--- config.mk ---
export PLATFORM = sky130hd
export DESIGN_NAME = link_frame_receiver_unit_flat
export DESIGN_NICKNAME = d
export VERILOG_FILES = /design/src/lfr_pkg.sv /design/src/lfr_if.sv /design/src/lfr_front.sv /design/src/lfr_queue.sv /design/src/lfr_back.sv /design/src/link_frame_receiver_unit.sv /design/src/flat_wrapper.sv
export VERILOG_INCLUDE_DIRS = /design/src /design/src/src
export SDC_FILE = /design/constraint.sdc
export NUM_CORES = 1
export LEC_CHECK = 0
export ABC_AREA = 1
export BUFFER_PORTS_ARGS = -buffer_cell sky130_fd_sc_hd__buf_2
export CORE_UTILIZATION = 45
export CTS_CLUSTER_SIZE = 40
export DETAILED_ROUTE_END_ITERATION = 6
export RECOVER_POWER = 50
export SETUP_SLACK_MARGIN = 0.15
export SLEW_MARGIN = 20
export SYNTH_ARGS = -nofsm -noshare
export SYNTH_HDL_FRONTEND = slang
export SYNTH_SLANG_ARGS = --single-unit
--- constraint.sdc ---
create_clock -name clk -period 17.1 [get_ports clk]
set_input_delay 4.275 -clock clk [delete_from_list [all_inputs] [get_ports clk]]
set_output_delay 4.275 -clock clk [all_outputs]
set_load 0.02 [all_outputs]
--- src/assert_macros.svh ---
// Assertion macros shared by the link frame receiver RTL.
// No dependencies; define ASSERT_OFF to compile the checks out.
`ifndef ASSERT_MACROS_SVH
`define ASSERT_MACROS_SVH
`ifndef ASSERT_OFF
// Same-cycle implication, held off during reset.
`define LFR_ASSERT_IMP(label, clk, rst_n, ante, cons, msg) \
    label: assert property (@(posedge clk) disable iff (!rst_n) (ante) |-> (cons)) \
        else $error(msg);
// Next-cycle implication, held off during reset.
`define LFR_ASSERT_NXT(label, clk, rst_n, ante, cons, msg) \
    label: assert property (@(posedge clk) disable iff (!rst_n) (ante) |=> (cons)) \
        else $error(msg);
`else
`define LFR_ASSERT_IMP(label, clk, rst_n, ante, cons, msg)
`define LFR_ASSERT_NXT(label, clk, rst_n, ante, cons, msg)
`endif
`endif

--- src/lfr_pkg.sv ---
// Shared constants, codes and types of the link frame receiver.
// No dependencies; imported by the parser, queue, sequencer and top level.
`timescale 1ns / 1ps
package lfr_pkg;

    localparam int CHANNELS             = 16;
    localparam int CONFIG_PAYLOAD_BYTES = 768;
    localparam int HB_LEN               = 11 + 2 * CHANNELS;
    localparam int CFG_LEN              = 6 + CONFIG_PAYLOAD_BYTES;
    localparam int CNT_W                = 10;
    localparam int CH_W                 = (CHANNELS > 1) ? $clog2(CHANNELS) : 1;
    localparam int QDEPTH               = 2;
    localparam int QPTR_W               = (QDEPTH > 1) ? $clog2(QDEPTH) : 1;

    localparam logic [7:0]       SYNC_HEARTBEAT = 8'hF7;
    localparam logic [7:0]       SYNC_TUNING    = 8'hF8;
    localparam logic [7:0]       SYNC_CONFIG    = 8'hF9;
    localparam logic [15:0]      REQUEST_NUMBER = 16'hFFFD;
    localparam logic [CNT_W-1:0] TUNING_RESET   = CNT_W'(64);
    localparam logic [CNT_W-1:0] TUNING_MIN     = CNT_W'(2);

    localparam int FLAG_ARMED    = 0;
    localparam int FLAG_FAILSAFE = 1;
    localparam int FLAG_RX       = 2;

    localparam logic [1:0] KIND_HEARTBEAT = 2'd0;
    localparam logic [1:0] KIND_TUNING    = 2'd1;
    localparam logic [1:0] KIND_CONFIG    = 2'd2;
    localparam logic [1:0] KIND_REQUEST   = 2'd3;

    typedef struct packed {
        logic [1:0]  frame_kind;
        logic        checksum_ok;
        logic        armed;
        logic        failsafe_active;
        logic        rx_receiving;
        logic [15:0] sequence_res;
        logic [7:0]  config_version;
        logic [7:0]  version_major;
        logic [7:0]  version_minor;
        logic [15:0] fingerprint;
        logic [15:0] channel_value;
        logic        last_of_run;
    } item_t;

    typedef struct packed {
        item_t item;
        logic  hb_valid;
    } job_t;

    typedef struct packed {
        logic            en;
        logic [CH_W-1:0] addr;
        logic [15:0]     data;
    } hb_wr_t;

endpackage

--- src/lfr_if.sv ---
// Valid/ready channel interfaces of the link frame receiver.
// No dependencies.
`timescale 1ns / 1ps
interface lfr_byte_if;
    logic       valid;
    logic       ready;
    logic [7:0] rx_byte;

    modport source (output valid, output rx_byte, input ready);
    modport sink (input valid, input rx_byte, output ready);
endinterface

interface lfr_result_if;
    logic        valid;
    logic        ready;
    logic [1:0]  frame_kind;
    logic        checksum_ok;
    logic        armed;
    logic        failsafe_active;
    logic        rx_receiving;
    logic [15:0] sequence_res;
    logic [7:0]  config_version;
    logic [7:0]  version_major;
    logic [7:0]  version_minor;
    logic [15:0] fingerprint;
    logic [15:0] channel_value;
    logic        last_of_run;

    modport source (
        output valid, output frame_kind, output checksum_ok, output armed,
        output failsafe_active, output rx_receiving, output sequence_res,
        output config_version, output version_major, output version_minor,
        output fingerprint, output channel_value, output last_of_run,
        input ready
    );
    modport sink (
        input valid, input frame_kind, input checksum_ok, input armed,
        input failsafe_active, input rx_receiving, input sequence_res,
        input config_version, input version_major, input version_minor,
        input fingerprint, input channel_value, input last_of_run,
        output ready
    );
endinterface

--- src/lfr_front.sv ---
// Frame parser: sync hunt, byte count, running XOR, header capture.
// Depends on lfr_pkg and lfr_byte_if; pushes one job per frame to the queue.
`timescale 1ns / 1ps
module lfr_front (
    input  logic                      clk,
    input  logic                      rst_n,
    lfr_byte_if.sink                  rx,
    input  logic [lfr_pkg::CNT_W-1:0] tuning_len,
    input  logic                      q_full,
    input  logic                      chan_done,
    output logic                      push,
    output lfr_pkg::job_t             job,
    output lfr_pkg::hb_wr_t           hb_wr
);
    import lfr_pkg::*;

    localparam logic [CNT_W-1:0] POS_FNUM_LO = CNT_W'(1);
    localparam logic [CNT_W-1:0] POS_FNUM_HI = CNT_W'(2);
    localparam logic [CNT_W-1:0] POS_FLAGS   = CNT_W'(2);
    localparam logic [CNT_W-1:0] POS_SEQ_LO  = CNT_W'(3);
    localparam logic [CNT_W-1:0] POS_SEQ_HI  = CNT_W'(4);
    localparam logic [CNT_W-1:0] POS_CFGVER  = CNT_W'(5);
    localparam logic [CNT_W-1:0] POS_MAJOR   = CNT_W'(6);
    localparam logic [CNT_W-1:0] POS_MINOR   = CNT_W'(7);
    localparam logic [CNT_W-1:0] POS_FP_LO   = CNT_W'(8);
    localparam logic [CNT_W-1:0] POS_FP_HI   = CNT_W'(9);
    localparam logic [CNT_W-1:0] POS_CH0     = CNT_W'(10);
    localparam logic [CNT_W-1:0] HB_LEN_C    = CNT_W'(HB_LEN);
    localparam logic [CNT_W-1:0] CFG_LEN_C   = CNT_W'(CFG_LEN);

    logic [CNT_W-1:0] count_reg, count_next;
    logic [CNT_W-1:0] exp_reg;
    logic [1:0]       kind_reg;
    logic [7:0]       xor_reg;
    logic [15:0]      fnum_reg;
    logic             hold_reg, hold_next;

    logic [2:0]       flags_reg;
    logic [15:0]      seq_reg;
    logic [7:0]       cfgver_reg;
    logic [7:0]       major_reg;
    logic [7:0]       minor_reg;
    logic [15:0]      fp_reg;
    logic [7:0]       lo_reg;

    logic             accept, start, sync_hit, take, last, csum_ok;
    logic [1:0]       sync_kind, kind_cur;
    logic [CNT_W-1:0] sync_len, exp_cur, cnt_inc, tuning_clamped, pos_off;
    logic [7:0]       xor_cur;
    logic [15:0]      fnum_cur, fnum_new;

    assign rx.ready = !q_full && !hold_reg;
    assign accept   = rx.valid && rx.ready;
    assign start    = (count_reg == '0);
    assign tuning_clamped = (tuning_len < TUNING_MIN) ? TUNING_MIN : tuning_len;

    always_comb
    begin
        sync_hit  = 1'b1;
        sync_kind = KIND_HEARTBEAT;
        sync_len  = HB_LEN_C;
        case (rx.rx_byte)
            SYNC_HEARTBEAT:
            begin
                sync_kind = KIND_HEARTBEAT;
                sync_len  = HB_LEN_C;
            end
            SYNC_TUNING:
            begin
                sync_kind = KIND_TUNING;
                sync_len  = tuning_clamped;
            end
            SYNC_CONFIG:
            begin
                sync_kind = KIND_CONFIG;
                sync_len  = CFG_LEN_C;
            end
            default:
            begin
                sync_hit = 1'b0;
            end
        endcase
    end

    assign kind_cur = start ? sync_kind : kind_reg;
    assign exp_cur  = start ? sync_len : exp_reg;
    assign xor_cur  = start ? 8'h00 : xor_reg;
    assign fnum_cur = start ? 16'h0000 : fnum_reg;
    assign take     = accept && (!start || sync_hit);
    assign cnt_inc  = count_reg + CNT_W'(1);
    assign last     = (cnt_inc >= exp_cur);
    assign csum_ok  = (xor_cur == rx.rx_byte);
    assign push     = take && last;

    always_comb
    begin
        fnum_new = fnum_cur;
        if (kind_cur == KIND_CONFIG)
        begin
            if (count_reg == POS_FNUM_LO)
            begin
                fnum_new = {fnum_cur[15:8], rx.rx_byte};
            end
            else if (count_reg == POS_FNUM_HI)
            begin
                fnum_new = {rx.rx_byte, fnum_cur[7:0]};
            end
        end
    end

    // Build the frame summary; header fields only for a good heartbeat.
    always_comb
    begin
        job             = '0;
        job.item.checksum_ok = csum_ok;
        case (kind_cur)
            KIND_HEARTBEAT:
            begin
                job.item.frame_kind = KIND_HEARTBEAT;
                job.hb_valid        = csum_ok;
                if (csum_ok)
                begin
                    job.item.armed           = flags_reg[FLAG_ARMED];
                    job.item.failsafe_active = flags_reg[FLAG_FAILSAFE];
                    job.item.rx_receiving    = flags_reg[FLAG_RX];
                    job.item.sequence_res    = seq_reg;
                    job.item.config_version  = cfgver_reg;
                    job.item.version_major   = major_reg;
                    job.item.version_minor   = minor_reg;
                    job.item.fingerprint     = fp_reg;
                end
            end
            KIND_TUNING:
            begin
                job.item.frame_kind = KIND_TUNING;
            end
            default:
            begin
                job.item.frame_kind = (fnum_new == REQUEST_NUMBER) ? KIND_REQUEST
                                                                   : KIND_CONFIG;
            end
        endcase
        job.item.last_of_run = !job.hb_valid;
    end

    assign pos_off     = count_reg - POS_CH0;
    assign hb_wr.en    = take && (kind_cur == KIND_HEARTBEAT) && (count_reg >= POS_CH0)
                         && count_reg[0];
    assign hb_wr.addr  = pos_off[CH_W:1];
    assign hb_wr.data  = {rx.rx_byte, lo_reg};

    assign count_next = last ? '0 : cnt_inc;

    always_comb
    begin
        hold_next = hold_reg;
        if (push && job.hb_valid)
        begin
            hold_next = 1'b1;
        end
        else if (chan_done)
        begin
            hold_next = 1'b0;
        end
    end

    always_ff @(posedge clk or negedge rst_n)
    begin
        if (!rst_n)
        begin
            count_reg <= '0;
            exp_reg   <= '0;
            kind_reg  <= KIND_HEARTBEAT;
            xor_reg   <= '0;
            fnum_reg  <= '0;
            hold_reg  <= 1'b0;
        end
        else
        begin
            hold_reg <= hold_next;
            if (take)
            begin
                count_reg <= count_next;
                exp_reg   <= exp_cur;
                kind_reg  <= kind_cur;
                xor_reg   <= xor_cur ^ rx.rx_byte;
                fnum_reg  <= fnum_new;
            end
        end
    end

    // Capture heartbeat header bytes at their fixed positions.
    always_ff @(posedge clk)
    begin
        if (take && (kind_cur == KIND_HEARTBEAT))
        begin
            lo_reg <= rx.rx_byte;
            case (count_reg)
                POS_FLAGS:  flags_reg        <= rx.rx_byte[2:0];
                POS_SEQ_LO: seq_reg[7:0]     <= rx.rx_byte;
                POS_SEQ_HI: seq_reg[15:8]    <= rx.rx_byte;
                POS_CFGVER: cfgver_reg       <= rx.rx_byte;
                POS_MAJOR:  major_reg        <= rx.rx_byte;
                POS_MINOR:  minor_reg        <= rx.rx_byte;
                POS_FP_LO:  fp_reg[7:0]      <= rx.rx_byte;
                POS_FP_HI:  fp_reg[15:8]     <= rx.rx_byte;
                default:    ;
            endcase
        end
    end

endmodule

--- src/lfr_queue.sv ---
// Short job queue between the frame parser and the result sequencer.
// Depends on lfr_pkg.
`timescale 1ns / 1ps
module lfr_queue (
    input  logic          clk,
    input  logic          rst_n,
    input  logic          push,
    input  lfr_pkg::job_t din,
    output logic          full,
    input  logic          pop,
    output logic          empty,
    output lfr_pkg::job_t dout
);
    import lfr_pkg::*;

    localparam logic [QPTR_W:0] DEPTH_C = (QPTR_W + 1)'(QDEPTH);

    job_t              slot_reg [QDEPTH];
    logic [QPTR_W-1:0] wr_ptr_reg, rd_ptr_reg;
    logic [QPTR_W:0]   fill_reg, fill_next;

    assign full  = (fill_reg == DEPTH_C);
    assign empty = (fill_reg == '0);
    assign dout  = slot_reg[rd_ptr_reg];

    always_comb
    begin
        fill_next = fill_reg;
        if (push && !pop)
        begin
            fill_next = fill_reg + (QPTR_W + 1)'(1);
        end
        else if (pop && !push)
        begin
            fill_next = fill_reg - (QPTR_W + 1)'(1);
        end
    end

    always_ff @(posedge clk or negedge rst_n)
    begin
        if (!rst_n)
        begin
            wr_ptr_reg <= '0;
            rd_ptr_reg <= '0;
            fill_reg   <= '0;
        end
        else
        begin
            fill_reg <= fill_next;
            if (push)
            begin
                wr_ptr_reg <= (wr_ptr_reg == QPTR_W'(QDEPTH - 1)) ? '0
                              : wr_ptr_reg + QPTR_W'(1);
            end
            if (pop)
            begin
                rd_ptr_reg <= (rd_ptr_reg == QPTR_W'(QDEPTH - 1)) ? '0
                              : rd_ptr_reg + QPTR_W'(1);
            end
        end
    end

    always_ff @(posedge clk)
    begin
        if (push)
        begin
            slot_reg[wr_ptr_reg] <= din;
        end
    end

endmodule

--- src/lfr_back.sv ---
// Result sequencer: frame summary, then channel beats for a good heartbeat.
// Depends on lfr_pkg and lfr_result_if; holds the channel value memory.
`timescale 1ns / 1ps
module lfr_back (
    input  logic            clk,
    input  logic            rst_n,
    input  logic            q_empty,
    input  lfr_pkg::job_t   head,
    output logic            pop,
    input  lfr_pkg::hb_wr_t hb_wr,
    output logic            chan_done,
    lfr_result_if.source    result
);
    import lfr_pkg::*;

    localparam logic S_JOB  = 1'b0;
    localparam logic S_CHAN = 1'b1;
    localparam logic [CH_W-1:0] CH_LAST = CH_W'(CHANNELS - 1);

    logic [15:0]     ch_mem [CHANNELS];
    logic [15:0]     rd_data_reg;
    logic            rd_ok_reg, rd_ok_next;
    logic            state_reg, state_next;
    logic [CH_W-1:0] ch_reg, ch_next;
    item_t           out_reg, out_next;
    logic            out_valid_reg, out_valid_next;
    logic            load_ok, emit_ch;

    assign load_ok   = !out_valid_reg || result.ready;
    assign pop       = (state_reg == S_JOB) && !q_empty && load_ok;
    assign emit_ch   = (state_reg == S_CHAN) && rd_ok_reg && load_ok;
    assign chan_done = emit_ch && (ch_reg == CH_LAST);
    assign rd_ok_next = (state_reg == S_CHAN) && !emit_ch;

    always_comb
    begin
        state_next     = state_reg;
        ch_next        = ch_reg;
        out_next       = out_reg;
        out_valid_next = out_valid_reg && !result.ready;
        case (state_reg)
            S_JOB:
            begin
                if (pop)
                begin
                    out_next       = head.item;
                    out_valid_next = 1'b1;
                    if (head.hb_valid)
                    begin
                        state_next = S_CHAN;
                        ch_next    = '0;
                    end
                end
            end
            S_CHAN:
            begin
                if (emit_ch)
                begin
                    out_next               = '0;
                    out_next.frame_kind    = KIND_HEARTBEAT;
                    out_next.checksum_ok   = 1'b1;
                    out_next.channel_value = rd_data_reg;
                    out_next.last_of_run   = (ch_reg == CH_LAST);
                    out_valid_next         = 1'b1;
                    if (ch_reg == CH_LAST)
                    begin
                        state_next = S_JOB;
                    end
                    else
                    begin
                        ch_next = ch_reg + CH_W'(1);
                    end
                end
            end
            default:
            begin
                state_next = S_JOB;
            end
        endcase
    end

    always_ff @(posedge clk or negedge rst_n)
    begin
        if (!rst_n)
        begin
            state_reg     <= S_JOB;
            ch_reg        <= '0;
            rd_ok_reg     <= 1'b0;
            out_valid_reg <= 1'b0;
        end
        else
        begin
            state_reg     <= state_next;
            ch_reg        <= ch_next;
            rd_ok_reg     <= rd_ok_next;
            out_valid_reg <= out_valid_next;
        end
    end

    always_ff @(posedge clk)
    begin
        out_reg <= out_next;
    end

    always_ff @(posedge clk)
    begin
        if (hb_wr.en)
        begin
            ch_mem[hb_wr.addr] <= hb_wr.data;
        end
        rd_data_reg <= ch_mem[ch_reg];
    end

    assign result.valid           = out_valid_reg;
    assign result.frame_kind      = out_reg.frame_kind;
    assign result.checksum_ok     = out_reg.checksum_ok;
    assign result.armed           = out_reg.armed;
    assign result.failsafe_active = out_reg.failsafe_active;
    assign result.rx_receiving    = out_reg.rx_receiving;
    assign result.sequence_res    = out_reg.sequence_res;
    assign result.config_version  = out_reg.config_version;
    assign result.version_major   = out_reg.version_major;
    assign result.version_minor   = out_reg.version_minor;
    assign result.fingerprint     = out_reg.fingerprint;
    assign result.channel_value   = out_reg.channel_value;
    assign result.last_of_run     = out_reg.last_of_run;

endmodule

--- src/link_frame_receiver_unit.sv ---
// Top level of the link frame receiver: tuning length register and the
// parser, job queue and result sequencer. Depends on lfr_pkg, lfr_if, macros.
//
//   channel   dir   beat
//   rx        in    one received byte (rx_byte)
//   result    out   one report: frame summary or one heartbeat channel value
//   cfg_wr_*  in    tuning frame length, written when cfg_wr_en is high
//
// One byte is taken per cycle unless rx stalls; the frame summary beat
// follows the last byte through the two-entry job queue and output register.
// A good heartbeat then gives channel beats via a registered memory read; rx
// stalls from its last byte until the final channel beat is loaded.
// Reset clears all control state and sets the tuning length to 64; there is
// no clearing pass. A stalled result beat holds while bytes keep arriving.
`timescale 1ns / 1ps
`include "assert_macros.svh"
module link_frame_receiver_unit (
    input  logic                      clk,
    input  logic                      rst_n,
    lfr_byte_if.sink                  rx,
    lfr_result_if.source              result,
    input  logic                      cfg_wr_en,
    input  logic [lfr_pkg::CNT_W-1:0] cfg_wr_data
);
    import lfr_pkg::*;

    logic [CNT_W-1:0] tuning_reg;
    logic             push, pop, q_full, q_empty, chan_done;
    job_t             job, head;
    hb_wr_t           hb_wr;

    always_ff @(posedge clk or negedge rst_n)
    begin
        if (!rst_n)
        begin
            tuning_reg <= TUNING_RESET;
        end
        else if (cfg_wr_en)
        begin
            tuning_reg <= cfg_wr_data;
        end
    end

    lfr_front u_front (
        .clk        (clk),
        .rst_n      (rst_n),
        .rx         (rx),
        .tuning_len (tuning_reg),
        .q_full     (q_full),
        .chan_done  (chan_done),
        .push       (push),
        .job        (job),
        .hb_wr      (hb_wr)
    );

    lfr_queue u_queue (
        .clk   (clk),
        .rst_n (rst_n),
        .push  (push),
        .din   (job),
        .full  (q_full),
        .pop   (pop),
        .empty (q_empty),
        .dout  (head)
    );

    lfr_back u_back (
        .clk       (clk),
        .rst_n     (rst_n),
        .q_empty   (q_empty),
        .head      (head),
        .pop       (pop),
        .hb_wr     (hb_wr),
        .chan_done (chan_done),
        .result    (result)
    );

    `LFR_ASSERT_IMP(a_push_room, clk, rst_n, push, !q_full, "job pushed into full queue")
    `LFR_ASSERT_IMP(a_pop_data, clk, rst_n, pop, !q_empty, "job popped from empty queue")
    `LFR_ASSERT_IMP(a_store_quiet, clk, rst_n, hb_wr.en, !chan_done, "store written while draining")
    `LFR_ASSERT_NXT(a_last_chan, clk, rst_n, chan_done, result.valid && result.last_of_run, "final channel beat missing")

endmodule
--- src/flat_wrapper.sv ---
// flat-port wrapper written by rule: the top's interface ports become plain ports
module link_frame_receiver_unit_flat import lfr_pkg::*;
  (clk, rst_n, cfg_wr_en, cfg_wr_data, rx_valid, rx_rx_byte, rx_ready, result_valid, result_frame_kind, result_checksum_ok, result_armed, result_failsafe_active, result_rx_receiving, result_sequence_res, result_config_version, result_version_major, result_version_minor, result_fingerprint, result_channel_value, result_last_of_run, result_ready);
  lfr_byte_if rx_i ();
  lfr_result_if result_i ();
  input  logic clk;
  input  logic rst_n;
  input  logic cfg_wr_en;
  input  logic [lfr_pkg::CNT_W-1:0] cfg_wr_data;
  input wire logic [$bits(rx_i.valid)-1:0] rx_valid;
  input wire logic [$bits(rx_i.rx_byte)-1:0] rx_rx_byte;
  output wire logic [$bits(rx_i.ready)-1:0] rx_ready;
  output wire logic [$bits(result_i.valid)-1:0] result_valid;
  output wire logic [$bits(result_i.frame_kind)-1:0] result_frame_kind;
  output wire logic [$bits(result_i.checksum_ok)-1:0] result_checksum_ok;
  output wire logic [$bits(result_i.armed)-1:0] result_armed;
  output wire logic [$bits(result_i.failsafe_active)-1:0] result_failsafe_active;
  output wire logic [$bits(result_i.rx_receiving)-1:0] result_rx_receiving;
  output wire logic [$bits(result_i.sequence_res)-1:0] result_sequence_res;
  output wire logic [$bits(result_i.config_version)-1:0] result_config_version;
  output wire logic [$bits(result_i.version_major)-1:0] result_version_major;
  output wire logic [$bits(result_i.version_minor)-1:0] result_version_minor;
  output wire logic [$bits(result_i.fingerprint)-1:0] result_fingerprint;
  output wire logic [$bits(result_i.channel_value)-1:0] result_channel_value;
  output wire logic [$bits(result_i.last_of_run)-1:0] result_last_of_run;
  input wire logic [$bits(result_i.ready)-1:0] result_ready;
  assign rx_i.valid = rx_valid;
  assign rx_i.rx_byte = rx_rx_byte;
  assign rx_ready = rx_i.ready;
  assign result_valid = result_i.valid;
  assign result_frame_kind = result_i.frame_kind;
  assign result_checksum_ok = result_i.checksum_ok;
  assign result_armed = result_i.armed;
  assign result_failsafe_active = result_i.failsafe_active;
  assign result_rx_receiving = result_i.rx_receiving;
  assign result_sequence_res = result_i.sequence_res;
  assign result_config_version = result_i.config_version;
  assign result_version_major = result_i.version_major;
  assign result_version_minor = result_i.version_minor;
  assign result_fingerprint = result_i.fingerprint;
  assign result_channel_value = result_i.channel_value;
  assign result_last_of_run = result_i.last_of_run;
  assign result_i.ready = result_ready;
  link_frame_receiver_unit u_core (.clk(clk), .rst_n(rst_n), .rx(rx_i), .result(result_i), .cfg_wr_en(cfg_wr_en), .cfg_wr_data(cfg_wr_data));
endmodule
Word-level counts from Yosys, hierarchy flattened. Memory sizes are Yosys's and may differ from the RTL's. A register that Yosys moved wholly into a read port is not among the register bits. Cells that the tools add are included.

Output and inout port bits: 81. Register bits: 214. Bits in writable memories: 384. Memories: 2. Input port bits: 23. Word-level logic and storage cells: 159.

Memory list: u_core.u_back.ch_mem (depth 16, width 16, rd ports 1, clocked after memory_dff 1, wr ports 1, RTL line lfr_back.sv:20) `logic [15:0] ch_mem [CHANNELS];`; u_core.u_queue.slot_reg (depth 2, width 64, rd ports 1, clocked after memory_dff 0, wr ports 1, RTL line lfr_queue.sv:18) `job_t slot_reg [QDEPTH];`.

Reduce and logical (&&, ||, !) cells: 45. Add/sub/neg operators: 7. Muxes and demuxes: 43. Eq/ne operators: 22. Bitwise operators: 2. Order comparisons: 3.

Operators with widths (count): $mux 79 (2); $pmux 79 s2 (1); $mux 59 (2); $mux 16 (4); $eq 10x3->1 const B (4); $mux 10 (3); $eq 8x8->1 const B (3); $eq 10x2->1 const B (2); $eq 10x4->1 const B (2); $pmux 10 s2 (1); $reduce_and 2->1 (9); $logic_and 1x1->1 (17); $mux 1 (17); $eq 16x16->1 const B (1); $mux 4 (4); $add 10x1->10 const B (1); $eq 10x1->1 const B (1); $ge 10x10->1 (1); $ge 10x4->1 const B (1); $logic_not 1->1 (10); $logic_not 10->1 (1); $lt 10x2->1 const B (1); $eq 8x8->1 (1); $mux 8 (1); other kinds (21) (32).

Logic depth before layout (Yosys ltp). Gate-level depths: netlist (run 1).

Depth after elaboration: 10. Depth in mapped cells: 21. Depth with buffers taken out: 20.

By module. Synthesis (run 1) repeated with hierarchy kept, for this count alone.

Cell total of the unflattened synthesis: 2324. Area total of the unflattened synthesis: 27293.7 µm².

Modules (own cells, without submodules): lfr_back (area each 14440.1 µm², sequential area each 10555.1 µm², instances 1, cells each 1324); lfr_queue (area each 6379.9 µm², sequential area each 4904.7 µm², instances 1, cells each 274); lfr_front (area each 6094.6 µm², sequential area each 3188.1 µm², instances 1, cells each 684); link_frame_receiver_unit (area each 379.1 µm², sequential area each 251.5 µm², instances 1, cells each 42).

Worst setup path before layout (run 1). Ideal clock, no wire load.

Kind: input -> register. Start point: input port rx_rx_byte[3]. End point: memory u_core.u_queue.slot_reg[0][0] (netlist bit), enable pin. Library setup time: 0.486 ns. Arrival time: 8.939 ns. Path slack: 7.675 ns. Stages: 14. Buffers on the path: 0. Data required time: 16.614 ns. Cell sequence: inv_1 -> nor2_1 -> nand2_1 -> nor2_1 -> nand2_2 -> o221ai_1 -> inv_1 -> ha_1 -> nand2_1 -> nor4_1 -> a31oi_1 -> nor2_1 -> inv_1 -> nor2_1.

Word-level cells in the longest chain between the ends: 8. Elaborated cells on any way between the ends: 13. Those cells by class: order compare: 1; eq/ne: 3; mux: 5; reduce/logical: 4.

Ends and longest elaborated chain: start: declaration (RTL line flat_wrapper.sv:11) `input wire logic [$bits(rx_i.rx_byte)-1:0] rx_rx_byte;`; branches (longest 5 deep; another with $ge 10x10->1); $logic_and 1x1->1 * (RTL line lfr_front.sv:93) `assign push = take && last;`; named net u_core.push (RTL line link_frame_receiver_unit.sv:28) `logic push, pop, q_full, q_empty, chan_done;`; $mux 1 * (RTL line lfr_queue.sv:65) `if (push)`; $mux 1 (not written as such) * (RTL line lfr_queue.sv:67) `slot_reg[wr_ptr_reg] <= din;`; end: declaration (RTL line lfr_queue.sv:18).

Mark *: on every way through the listed nets, which the timed path passes.

Worst setup path in the final report (run 1).
Start point: input port rx_rx_byte[3]. End point: memory u_core.u_queue.slot_reg[1][49] (netlist bit), enable pin.

Same word-level chain as after synthesis.

==> impl_metrics.py, run 1 <==
metrics = {
    "yosys": {
        "synthArstFlopShare_pct": 11.1,
        "synthesis.nets": 1937,
        "syn_area_um2": 24400,
        "seq_area_frac_synth_pct": 73.4,
        "syn_inst": 1898,
        "synth_seq_cells": 614,
        "syn_avg_cell_area_um2": 12.9,
        "ys_warn_count": 0,
        "yosys_most_used_dff": "edfxtp_1",
        "ys_types": 46,
        "synth_edf_count": 530,
    },
    "outcome": {
        "failed_checks": "max-capacitance violations, max-slew violations",
        "status": "finished with violations",
    },
    "power": {
        "ir_drop_mv": 0.131,
        "p_leak_uw": 0.0101,
        "power_density_nw_per_um2": 186,
        "total_power_uw": 5130,
    },
    "drt": {
        "first_pass_iters": 5,
        "drt-initial-drc-count": 1160,
        "wl_per_cell_um": 19.3,
        "drc": 0,
        "wl_um": 53100,
        "ant_nets": 0,
        "vias": 14500,
        "avgViaCountPerCell": 5.28,
    },
    "clocking": {
        "hold_buffers": 0,
        "cts_setup_buffers": 0,
        "cts_resized": 0,
        "clkTransAtPathRegs_ps": 60,
        "clock_path_buffers": 3,
        "worstSkewPairLatency_ps": 620,
        "cts_tree": "done",
        "numCtsBuffers": 61,
        "clock-sinks": 614,
        "htreeDepth": 2,
        "clock-root-buffer": "clkbuf_16",
    },
    "critical_path": {
        "critPathLaunchType": "primary input",
        "worst-setup-path-type": "in -> reg",
        "path_cells": "clkbuf_1, inv_1, nor2_1, nand2_1, nor2_1, nand2_2, o221ai_1, inv_1, ha_1, nand2_1, nor4_1, a31oi_1, nor2_1, inv_1, nor2_4, buf_4",
        "r2r_start": "u_core.u_back.ch_reg[0]",
        "cp.required_ps": 17360,
        "reg2reg_depth": 5,
        "rr_endpoint": "u_core.u_back.rd_data_reg[8]",
        "worstSetupEndpoint": "u_core.u_queue.slot_reg[1][49]",
        "cp_slowest_cell": "clkbuf_1",
        "critPathMaxFanout": 35,
        "cp.arrival_ps": 9730,
        "reg2reg_setup_slack_ps": 10880,
        "max_stage_delay_ps": 1070,
        "crit_path_end_kind": "flip-flop",
        "crit_start": "rx_rx_byte[3]",
    },
    "floorplan": {
        "ios": 104,
        "fp.dieH_um": 235,
        "start_util_pct": 45.5,
        "core_um2": 53700,
        "die_width_um": 235,
        "dieArea_um2": 55200,
        "rows": 85,
    },
    "global_route": {
        "antenna_found_initial": 2,
        "grt_pass1_vias": 14200,
        "grt_pass1_wl_um": 82400,
        "overflow": 0,
        "grt_max_degree": 129,
        "grt_use_total_pct": 19.2,
    },
    "layout": {
        "final_common_cell": "edfxtp_1",
        "areaGrowthSynthToFinish_pct": 12.9,
        "layout_common_cells": "edfxtp_1 (530), nor2_1 (286), nand2_1 (202), o21ai_0 (198), inv_1 (158)",
        "nets": 2043,
        "fin_area_um2": 27600,
        "layout-drive-gt1-share_pct": 11.2,
        "fin_cells": 2752,
        "largest_reg_flops": 256,
    },
    "min_path": {
        "worstHoldPathType": "reg -> reg",
    },
    "timing": {
        "worst_pin_slew_ps": 4390,
        "setup-violations-final": 0,
        "whs_ps": 482,
        "slew_headroom_pct": -192,
        "skew_ps": 19.0,
        "final_max_slew_viol_count": 548,
        "finalSetupTns_ps": 0,
        "finalHoldViolCount": 0,
        "max_freq_ghz": 0.106,
        "period_needed_ps": 9470,
        "finalCritPeriodShare_pct": 55.4,
        "rsz0062_at_grt": "no",
    },
    "place": {
        "hpwlAfterDp_um": 30100,
        "placed_cells": 2637,
        "finalWeightedCongestion": 0.832,
        "io_buffers": 103,
        "placed_area_um2": 25700,
    },
    "job": {
        "cap_violations": 12,
    },
}
critical path: cells and delay by family:
| kind | cells | cell delay (ps) |
|---|---|---|
| AND/OR/NAND/NOR | 8 | 2350 |
| buffers and inverters | 5 | 2190 |
| AO/OA/AOI/OAI | 2 | 570 |
| adder cells (fa/ha/maj) | 1 | 300 |
worst min-delay path by stage:
stage	from	to	slack [ps]	cells past startpoint
final	u_core.u_front.xor_reg[2]	u_core.u_front.xor_reg[2]	480	2
after global routing	u_core.u_front.fnum_reg[2]	u_core.u_front.fnum_reg[2]	500	2
after CTS	u_core.u_front.xor_reg[2]	u_core.u_front.xor_reg[2]	480	2
after detailed placement	u_core.u_front.xor_reg[2]	u_core.u_front.xor_reg[2]	470	2
after global placement	u_core.u_front.xor_reg[3]	u_core.u_front.xor_reg[3]	460	2
after floorplan	u_core.u_front.exp_reg[0]	u_core.u_front.exp_reg[0]	450	2
cell families after synthesis:
| family | share of synthesized area, % |
|---|---|
| simple gates | 11.2 |
| flops | 73.4 |
| compound gates | 7.53 |
| buf+inv | 4.25 |
| mux | 2.14 |
| xor+xnor | 0.610 |
| fa+ha+maj | 0.819 |
cells in the mapped netlist (9+ instances only):
cell type | number | area (µm²)
dfxtp_1 | 16 | 320
inv_1 | 159 | 597
dfrtp_1 | 67 | 1680
nor3_1 | 17 | 85.1
o21ai_0 | 198 | 991
nand2_1 | 203 | 762
buf_6 | 9 | 101
edfxtp_1 | 530 | 15900
nor2_2 | 59 | 369
clkbuf_1 | 69 | 259
o32ai_1 | 12 | 105
o211ai_1 | 13 | 97.6
nor2_1 | 289 | 1080
xor2_1 | 15 | 131
ha_1 | 16 | 200
nand3_1 | 41 | 205
mux2i_1 | 50 | 500
a21oi_1 | 13 | 65.1
o221ai_1 | 51 | 447
buf_1 | 10 | 37.5
per-layer routing:
layer / routed length (µm) / share of wire, % / GRT usage [%] / up-vias
li1: - / - / - / 6894
met3: 2880 / 5.4 / 3.15 / 83
met2: 24900 / 47 / 30.6 / 382
met5: 12 / 0.023 / 0 / -
met4: 1280 / 2.4 / 5.92 / 2
met1: 24000 / 45 / 27.1 / 7182
through the flow:
step	util [%]	setup slack (ps)
global route	51.3	7170
floorplan	-	7680
finish	51.3	7630
global placement	47.8	7950
CTS	51.6	8460
detailed placement	47.9	7790
cell type report:
class                           count  area [µm²]
Timing Repair Buffer              136         634
Clock buffer                       76        1630
Multi-Input combinational cell   1027        5510
Tap cell                          696         871
Fill cell                        4517       26100
Clock inverter                     38         369
Sequential cell                   614       17900
Inverter                          164         618
Antenna cell                        1        2.50
report_power, final:
part / switching, µW / total (µW) / internal (µW)
Clock: 559 / 1330 / 767
Sequential: 165 / 2210 / 2050
Combinational: 1170 / 1600 / 426
Power figures use the tool's default switching activity.
==> inputs of run 2 (changes only) <==
Settings changed: ABC_AREA 1 to 0.
Clock period 17.1 ns to 7.8 ns, I/O delays scaled along.
==> run 2 against run 1 <==
  * Critical path type unchanged
  * Clock power is 110% higher
  * Largest cell class unchanged
  * Sequential cell count unchanged
  * Sequential share of layout area increased by 1.8 points
  * Largest power group unchanged
  * Utilization increased by 0.58 points
  * Critical endpoint is now u_core.u_queue.slot_reg[0][9]
  * The run still ends with max-capacitance violations, max-slew violations left
==> impl_metrics.py, run 2 <==
metrics = {
    "outcome": {
        "status": "finished with violations",
        "failed_checks": "max-capacitance violations, max-slew violations",
    },
    "layout": {
        "final_common_cell": "edfxtp_1",
        "multi_input_area_um2": 5450,
        "layout-drive-gt1-share_pct": 17.0,
        "areaGrowthSynthToFinish_pct": 13.1,
        "fin_area_um2": 26900,
        "nets": 1478,
        "nFillCells": 4183,
        "largest_reg_flops": 256,
        "ff_latch_area_um2": 17900,
        "layout_common_cells": "edfxtp_1 (530), nor2_1 (115), clkbuf_1 (99), mux4_2 (80), and2_1 (71)",
        "n_antenna_cell": 0,
        "finalCoreUtilization_pct": 51.9,
    },
    "yosys": {
        "netlist.area_leader.share_pct": 67.0,
        "syn_area_um2": 23700,
        "seq_area_frac_synth_pct": 75.5,
        "syn_inst": 1314,
        "synth_edf_count": 530,
        "synthArstFlopShare_pct": 11.1,
        "yosys.area.top_type": "edfxtp_1",
        "ys_types": 66,
        "yosysMostFrequentCell": "edfxtp_1",
        "syn_avg_cell_area_um2": 18.1,
        "yosys_most_used_dff": "edfxtp_1",
        "synth_seq_cells": 614,
        "synthesis.nets": 1353,
        "synth.area.top_cells": "edfxtp_1 (67%), mux4_2 (7.6%), dfrtp_1 (7.1%)",
        "ys_warn_count": 0,
        "synthTopCellsByCount": "edfxtp_1 (530), nor2_1 (115), and2_1 (80), mux4_2 (80), dfrtp_1 (67)",
    },
    "global_route": {
        "grt_pass1_vias": 11800,
        "grt_max_degree": 83,
        "antenna_found_initial": 0,
        "overflow": 0,
        "grt_use_total_pct": 18.0,
        "grt_pass1_wl_um": 72200,
    },
    "critical_path": {
        "cp.required_ps": 8050,
        "critPathMaxFanout": 64,
        "cp.arrival_ps": 6680,
        "crit_path_end_kind": "flip-flop",
        "reg2reg_depth": 8,
        "reg2reg_setup_slack_ps": 2650,
        "rr_endpoint": "u_core.u_back.ch_reg[3]",
        "critPathLaunchType": "primary input",
        "r2r_start": "u_core.u_back.ch_reg[1]",
        "worst-setup-path-type": "in -> reg",
    },
    "clocking": {
        "clock-root-buffer": "clkbuf_16",
        "clock-sinks": 614,
        "cts_setup_buffers": 0,
        "worstSkewPairLatency_ps": 610,
        "clock_path_buffers": 3,
        "htreeDepth": 2,
        "hold_buffers": 0,
        "numCtsBuffers": 60,
        "clkTransAtPathRegs_ps": 60,
        "cts_tree": "done",
        "cts_resized": 0,
    },
    "timing": {
        "rsz0062_at_grt": "no",
        "setup_ws_ps": 1370,
        "finalCritPeriodShare_pct": 82.4,
        "skew_ps": 25.1,
        "period_needed_ps": 6430,
        "worst_pin_slew_ps": 4490,
        "finalHoldViolCount": 0,
        "setup-violations-final": 0,
        "max_freq_ghz": 0.156,
        "final_max_slew_viol_count": 384,
        "finalSetupTns_ps": 0,
        "slew_headroom_pct": -199,
    },
    "place": {
        "io_buffers": 103,
        "hpwlAfterDp_um": 27200,
        "finalWeightedCongestion": 0.768,
        "preCtsSetupSlack_ps": 1460,
        "placed_area_um2": 25100,
    },
    "min_path": {
        "hold_end": "u_core.u_front.exp_reg[3]",
        "worstHoldPathType": "reg -> reg",
        "min_from": "u_core.u_front.exp_reg[3]",
        "hold_depth": 2,
    },
    "floorplan": {
        "ios": 104,
        "fp.dieH_um": 232,
        "rows": 83,
        "start_util_pct": 45.9,
        "dieArea_um2": 53700,
        "core_um2": 51700,
        "die_width_um": 232,
    },
    "power": {
        "swShare_pct": 29.9,
        "total_power_uw": 9600,
        "clock_power_share_pct": 28.8,
        "p_int_uw": 6730,
        "power_density_nw_per_um2": 358,
        "p_leak_uw": 0.00923,
        "pwr-share-seq_pct": 47.5,
        "switchingPower_uw": 2870,
        "ir_drop_mv": 0.203,
        "combPwrFrac_pct": 23.7,
    },
    "drt": {
        "wl_um": 47300,
        "first_pass_iters": 5,
        "ant_nets": 0,
        "vias": 11600,
        "avgViaCountPerCell": 5.36,
        "wl_per_cell_um": 21.8,
        "drt-initial-drc-count": 865,
        "drc": 0,
    },
    "job": {
        "cap_violations": 8,
    },
}
[run 2: cell count changes after synthesis, moves of 12 or more]
cell | before | now
inv_1 | 159 | 18
nand3_1 | 41 | 5
o21ai_0 | 198 | 28
mux4_2 | 0 | 80
nor2_1 | 289 | 115
nand2_1 | 203 | 38
clkbuf_1 | 69 | 40
o32ai_1 | 12 | 0
o221ai_1 | 51 | 0
a22o_1 | 0 | 18
nor2_2 | 59 | 0
and2_1 | 2 | 80
mux2i_1 | 50 | 64
[run 2: area by class of cell]
| type | instances | area share (%) |
|---|---|---|
| sequential | 614 | 66.8 |
| multi-input combinational | 613 | 20.3 |
| clock buffer | 85 | 6.17 |
| tap | 680 | 3.17 |
| timing repair buffer | 132 | 2.45 |
| clock inverter | 25 | 0.829 |
| inverter | 18 | 0.256 |
[run 2: cells by family (layout without fill, tap and decap cells)]
| group | after synthesis | in the layout | share of synthesized area, % |
|---|---|---|---|
| simple gates | 316 | 316 | 7.20 |
| xor+xnor | 18 | 18 | 0.664 |
| flops | 614 | 614 | 75.5 |
| mux | 157 | 157 | 10.9 |
| buf+inv | 87 | 260 | 1.71 |
| fa+ha+maj | 16 | 16 | 0.843 |
| compound gates | 106 | 106 | 3.13 |
[run 2: per-stage QoR]
stage / cells / hold WS (ps)
final: 2167 / 489
after global placement: 2056 / 471
after CTS: 2166 / 489
after global routing: 2167 / 516
after detailed placement: 2056 / 475
after floorplan: 1314 / 449
[run 2: power groups by stage]
stage	Sequential (µW)	Combinational (µW)	Clock, µW
after floorplan	4740	1460	0
after global placement	4620	2290	0
after detailed placement	4640	2310	0
after CTS	4570	2310	2830
after global routing	4630	2470	2950
final	4560	2270	2760
[run 2: worst max path at each step]
stage             startpoint                             to  slack [ps]
3_3_place_gp   rx_rx_byte[3]  u_core.u_queue.slot_reg[0][9]        1530
6_report       rx_rx_byte[3]  u_core.u_queue.slot_reg[0][9]        1370
3_5_place_dp   rx_rx_byte[3]  u_core.u_queue.slot_reg[0][9]        1460
5_1_grt        rx_rx_byte[4]  u_core.u_queue.slot_reg[0][9]         860
4_1_cts        rx_rx_byte[3]  u_core.u_queue.slot_reg[0][9]        2080
2_1_floorplan  rx_rx_byte[1]  u_core.u_queue.slot_reg[0][0]        1360
[run 2: critical path, stage by stage]
cell and delay [ps]:
clkbuf_1 1230, or3b_4 510, or2_2 370, nor2_1 260, nand2_1 110, nor2_1 90
a21oi_1 60, ha_1 300, o211ai_1 70, o21ai_0 150, o21ai_0 90, a31oi_1 520
and2_0 340, nor2b_4 210, buf_12 300
[run 2: per-layer routing]
layer,global-route usage [%],vias to the layer above,share of wire [%]
met4,4.87,0,2.0
met2,29.5,244,48
met5,0,-,0
li1,-,5341,-
met1,25.0,5964,45
met3,3.07,65,4.2
==> inputs of run 3 (changes only) <==
Clock period 7.8 ns to 6.2 ns, I/O delays scaled along.
==> run 3 against run 2 <==
  * Setup slack worse by 330 ps
  * Sequential share of layout area down 0.25 points
  * Global-route usage down 0.16 points
  * The flow still finishes with violations (max-capacitance violations, max-slew violations)
  * Clock power up 30%
  * Sequential power up 26%
  * Hold slack worse by 7.9 ps
  * Largest cell class unchanged
  * Largest power group unchanged
  * Die area unchanged
  * Critical endpoint is now u_core.u_back.ch_mem[2][13]
==> impl_metrics.py, run 3 (same netlist as run 2, synthesis figures left out) <==
metrics = {
    "critical_path": {
        "critPathLaunchType": "primary input",
        "cp.required_ps": 6490,
        "path_cells": "clkbuf_1, clkbuf_1, nand4b_1, a21oi_1, o211ai_4, or3_1, or3b_1, nor2_1, buf_4",
        "cpMostUsedCell": "clkbuf_1",
        "critPathMaxFanout": 36,
        "cp_slowest_cell": "clkbuf_1",
        "worst-setup-path-type": "in -> reg",
        "cpLargestDelayFamily": "buffers and inverters",
        "crit_path_end_kind": "flip-flop",
        "max_stage_delay_ps": 1410,
        "cp.arrival_ps": 5450,
        "cp_num_buf_inv": 3,
    },
    "clocking": {
        "numCtsBuffers": 60,
        "clock-root-buffer": "clkbuf_16",
        "cts_tree": "done",
        "clock-sinks": 614,
        "htreeDepth": 2,
        "cts_resized": 0,
        "clkTransAtPathRegs_ps": 60,
        "cts_setup_buffers": 0,
        "worstSkewPairLatency_ps": 630,
        "hold_buffers": 0,
        "clock_path_buffers": 3,
    },
    "layout": {
        "final_common_cell": "edfxtp_1",
        "multi_input_area_um2": 5410,
        "layout_common_cells": "edfxtp_1 (530), clkbuf_1 (119), nor2_1 (115), mux4_2 (80), and2_1 (68)",
        "layout-drive-gt1-share_pct": 16.6,
        "nFillCells": 4197,
        "nets": 1490,
        "ff_latch_area_um2": 17900,
        "largest_reg_flops": 256,
        "areaGrowthSynthToFinish_pct": 13.5,
        "fin_cells": 2183,
        "n_antenna_cell": 0,
    },
    "timing": {
        "rsz0062_at_grt": "no",
        "finalSetupTns_ps": 0,
        "period_needed_ps": 5160,
        "skew_ps": 18.0,
        "finalHoldViolCount": 0,
        "final_max_slew_viol_count": 488,
        "finalCritPeriodShare_pct": 83.2,
        "max_freq_ghz": 0.194,
        "worst_pin_slew_ps": 4260,
        "slew_headroom_pct": -184,
        "setup-violations-final": 0,
    },
    "place": {
        "io_buffers": 103,
        "hpwlAfterDp_um": 27000,
        "placed_cells": 2069,
        "finalWeightedCongestion": 0.755,
    },
    "min_path": {
        "worstHoldPathType": "reg -> reg",
    },
    "power": {
        "p_leak_uw": 0.00921,
        "ir_drop_mv": 0.259,
        "power_density_nw_per_um2": 451,
    },
    "drt": {
        "first_pass_iters": 4,
        "drc": 0,
        "ant_nets": 0,
        "vias": 11700,
        "wl_um": 46600,
        "wl_per_cell_um": 21.4,
        "avgViaCountPerCell": 5.34,
        "drt-initial-drc-count": 813,
    },
    "floorplan": {
        "fp.dieH_um": 232,
        "start_util_pct": 45.9,
        "rows": 83,
        "ios": 104,
        "die_width_um": 232,
        "dieArea_um2": 53700,
        "core_um2": 51700,
    },
    "global_route": {
        "overflow": 0,
        "antenna_found_initial": 1,
        "grt_use_total_pct": 17.9,
        "grt_pass1_vias": 12200,
        "grt_pass1_wl_um": 72600,
        "grt_max_degree": 87,
    },
    "job": {
        "cap_violations": 12,
    },
    "outcome": {
        "status": "finished with violations",
        "failed_checks": "max-capacitance violations, max-slew violations",
    },
}
==> run 3: worst min-delay path, stage by stage (launching register included) <==
cell and delay, ps:
dfrtp_1 340, nand2_1 40, o21ai_0 60
==> run 3: layer usage <==
metal	track usage [%]	vias to the layer above	wire, µm
li1	-	5370	-
met1	24.8	5994	21300
met2	29.4	231	22500
met3	2.73	72	1850
met4	4.98	0	997
met5	0	-	0
==> run 3: layout make-up <==
class,instances,share of cell area (%)
clock inverters,28,1.13
well taps,680,3.16
inverters,18,0.255
clock buffers,86,6.19
repair buffers,144,2.61
flip-flops and latches,614,66.6
multi-input cells,613,20.1
==> run 3: path summary, 6_finish.rpt <==
check / from / to / slack, ps / depth (start not counted)
setup / recovery: rx_rx_byte[2] / u_core.u_back.ch_mem[2][13] / 1040 / 9
hold / removal: u_core.u_front.exp_reg[3] / u_core.u_front.exp_reg[3] / 480 / 2
setup reg to reg: u_core.u_back.state_reg / u_core.u_back.result.last_of_run / 1440 / 2
hold reg to reg: u_core.u_front.exp_reg[3] / u_core.u_front.exp_reg[3] / 480 / 2
max in group asynchronous: rst_n / u_core.u_back.ch_reg[0] / 1720 / 2
min in group asynchronous: rst_n / u_core.u_front.exp_reg[1] / 1480 / 1
==> run 3: per-stage QoR <==
step           power (µW)  area, µm²  worst slack, ps  hold WS (ps)  util [%]
6_report            12200      27000             1040           481      52.1
5_1_grt             12800      27000              769           507      52.1
4_1_cts             12300      27100             1540           490      52.5
3_5_place_dp         8730      25200              889           478      48.6
3_3_place_gp         8690      25200              914           472      48.6
2_1_floorplan        7790      23700              156           449         -
==> run 3: where the power goes <==
group	switching, µW	internal [µW]	total, µW	leakage [µW]
Clock	1510	2080	3600	0.000955
Combinational	1690	1120	2810	0.00230
Sequential	453	5310	5760	0.00596
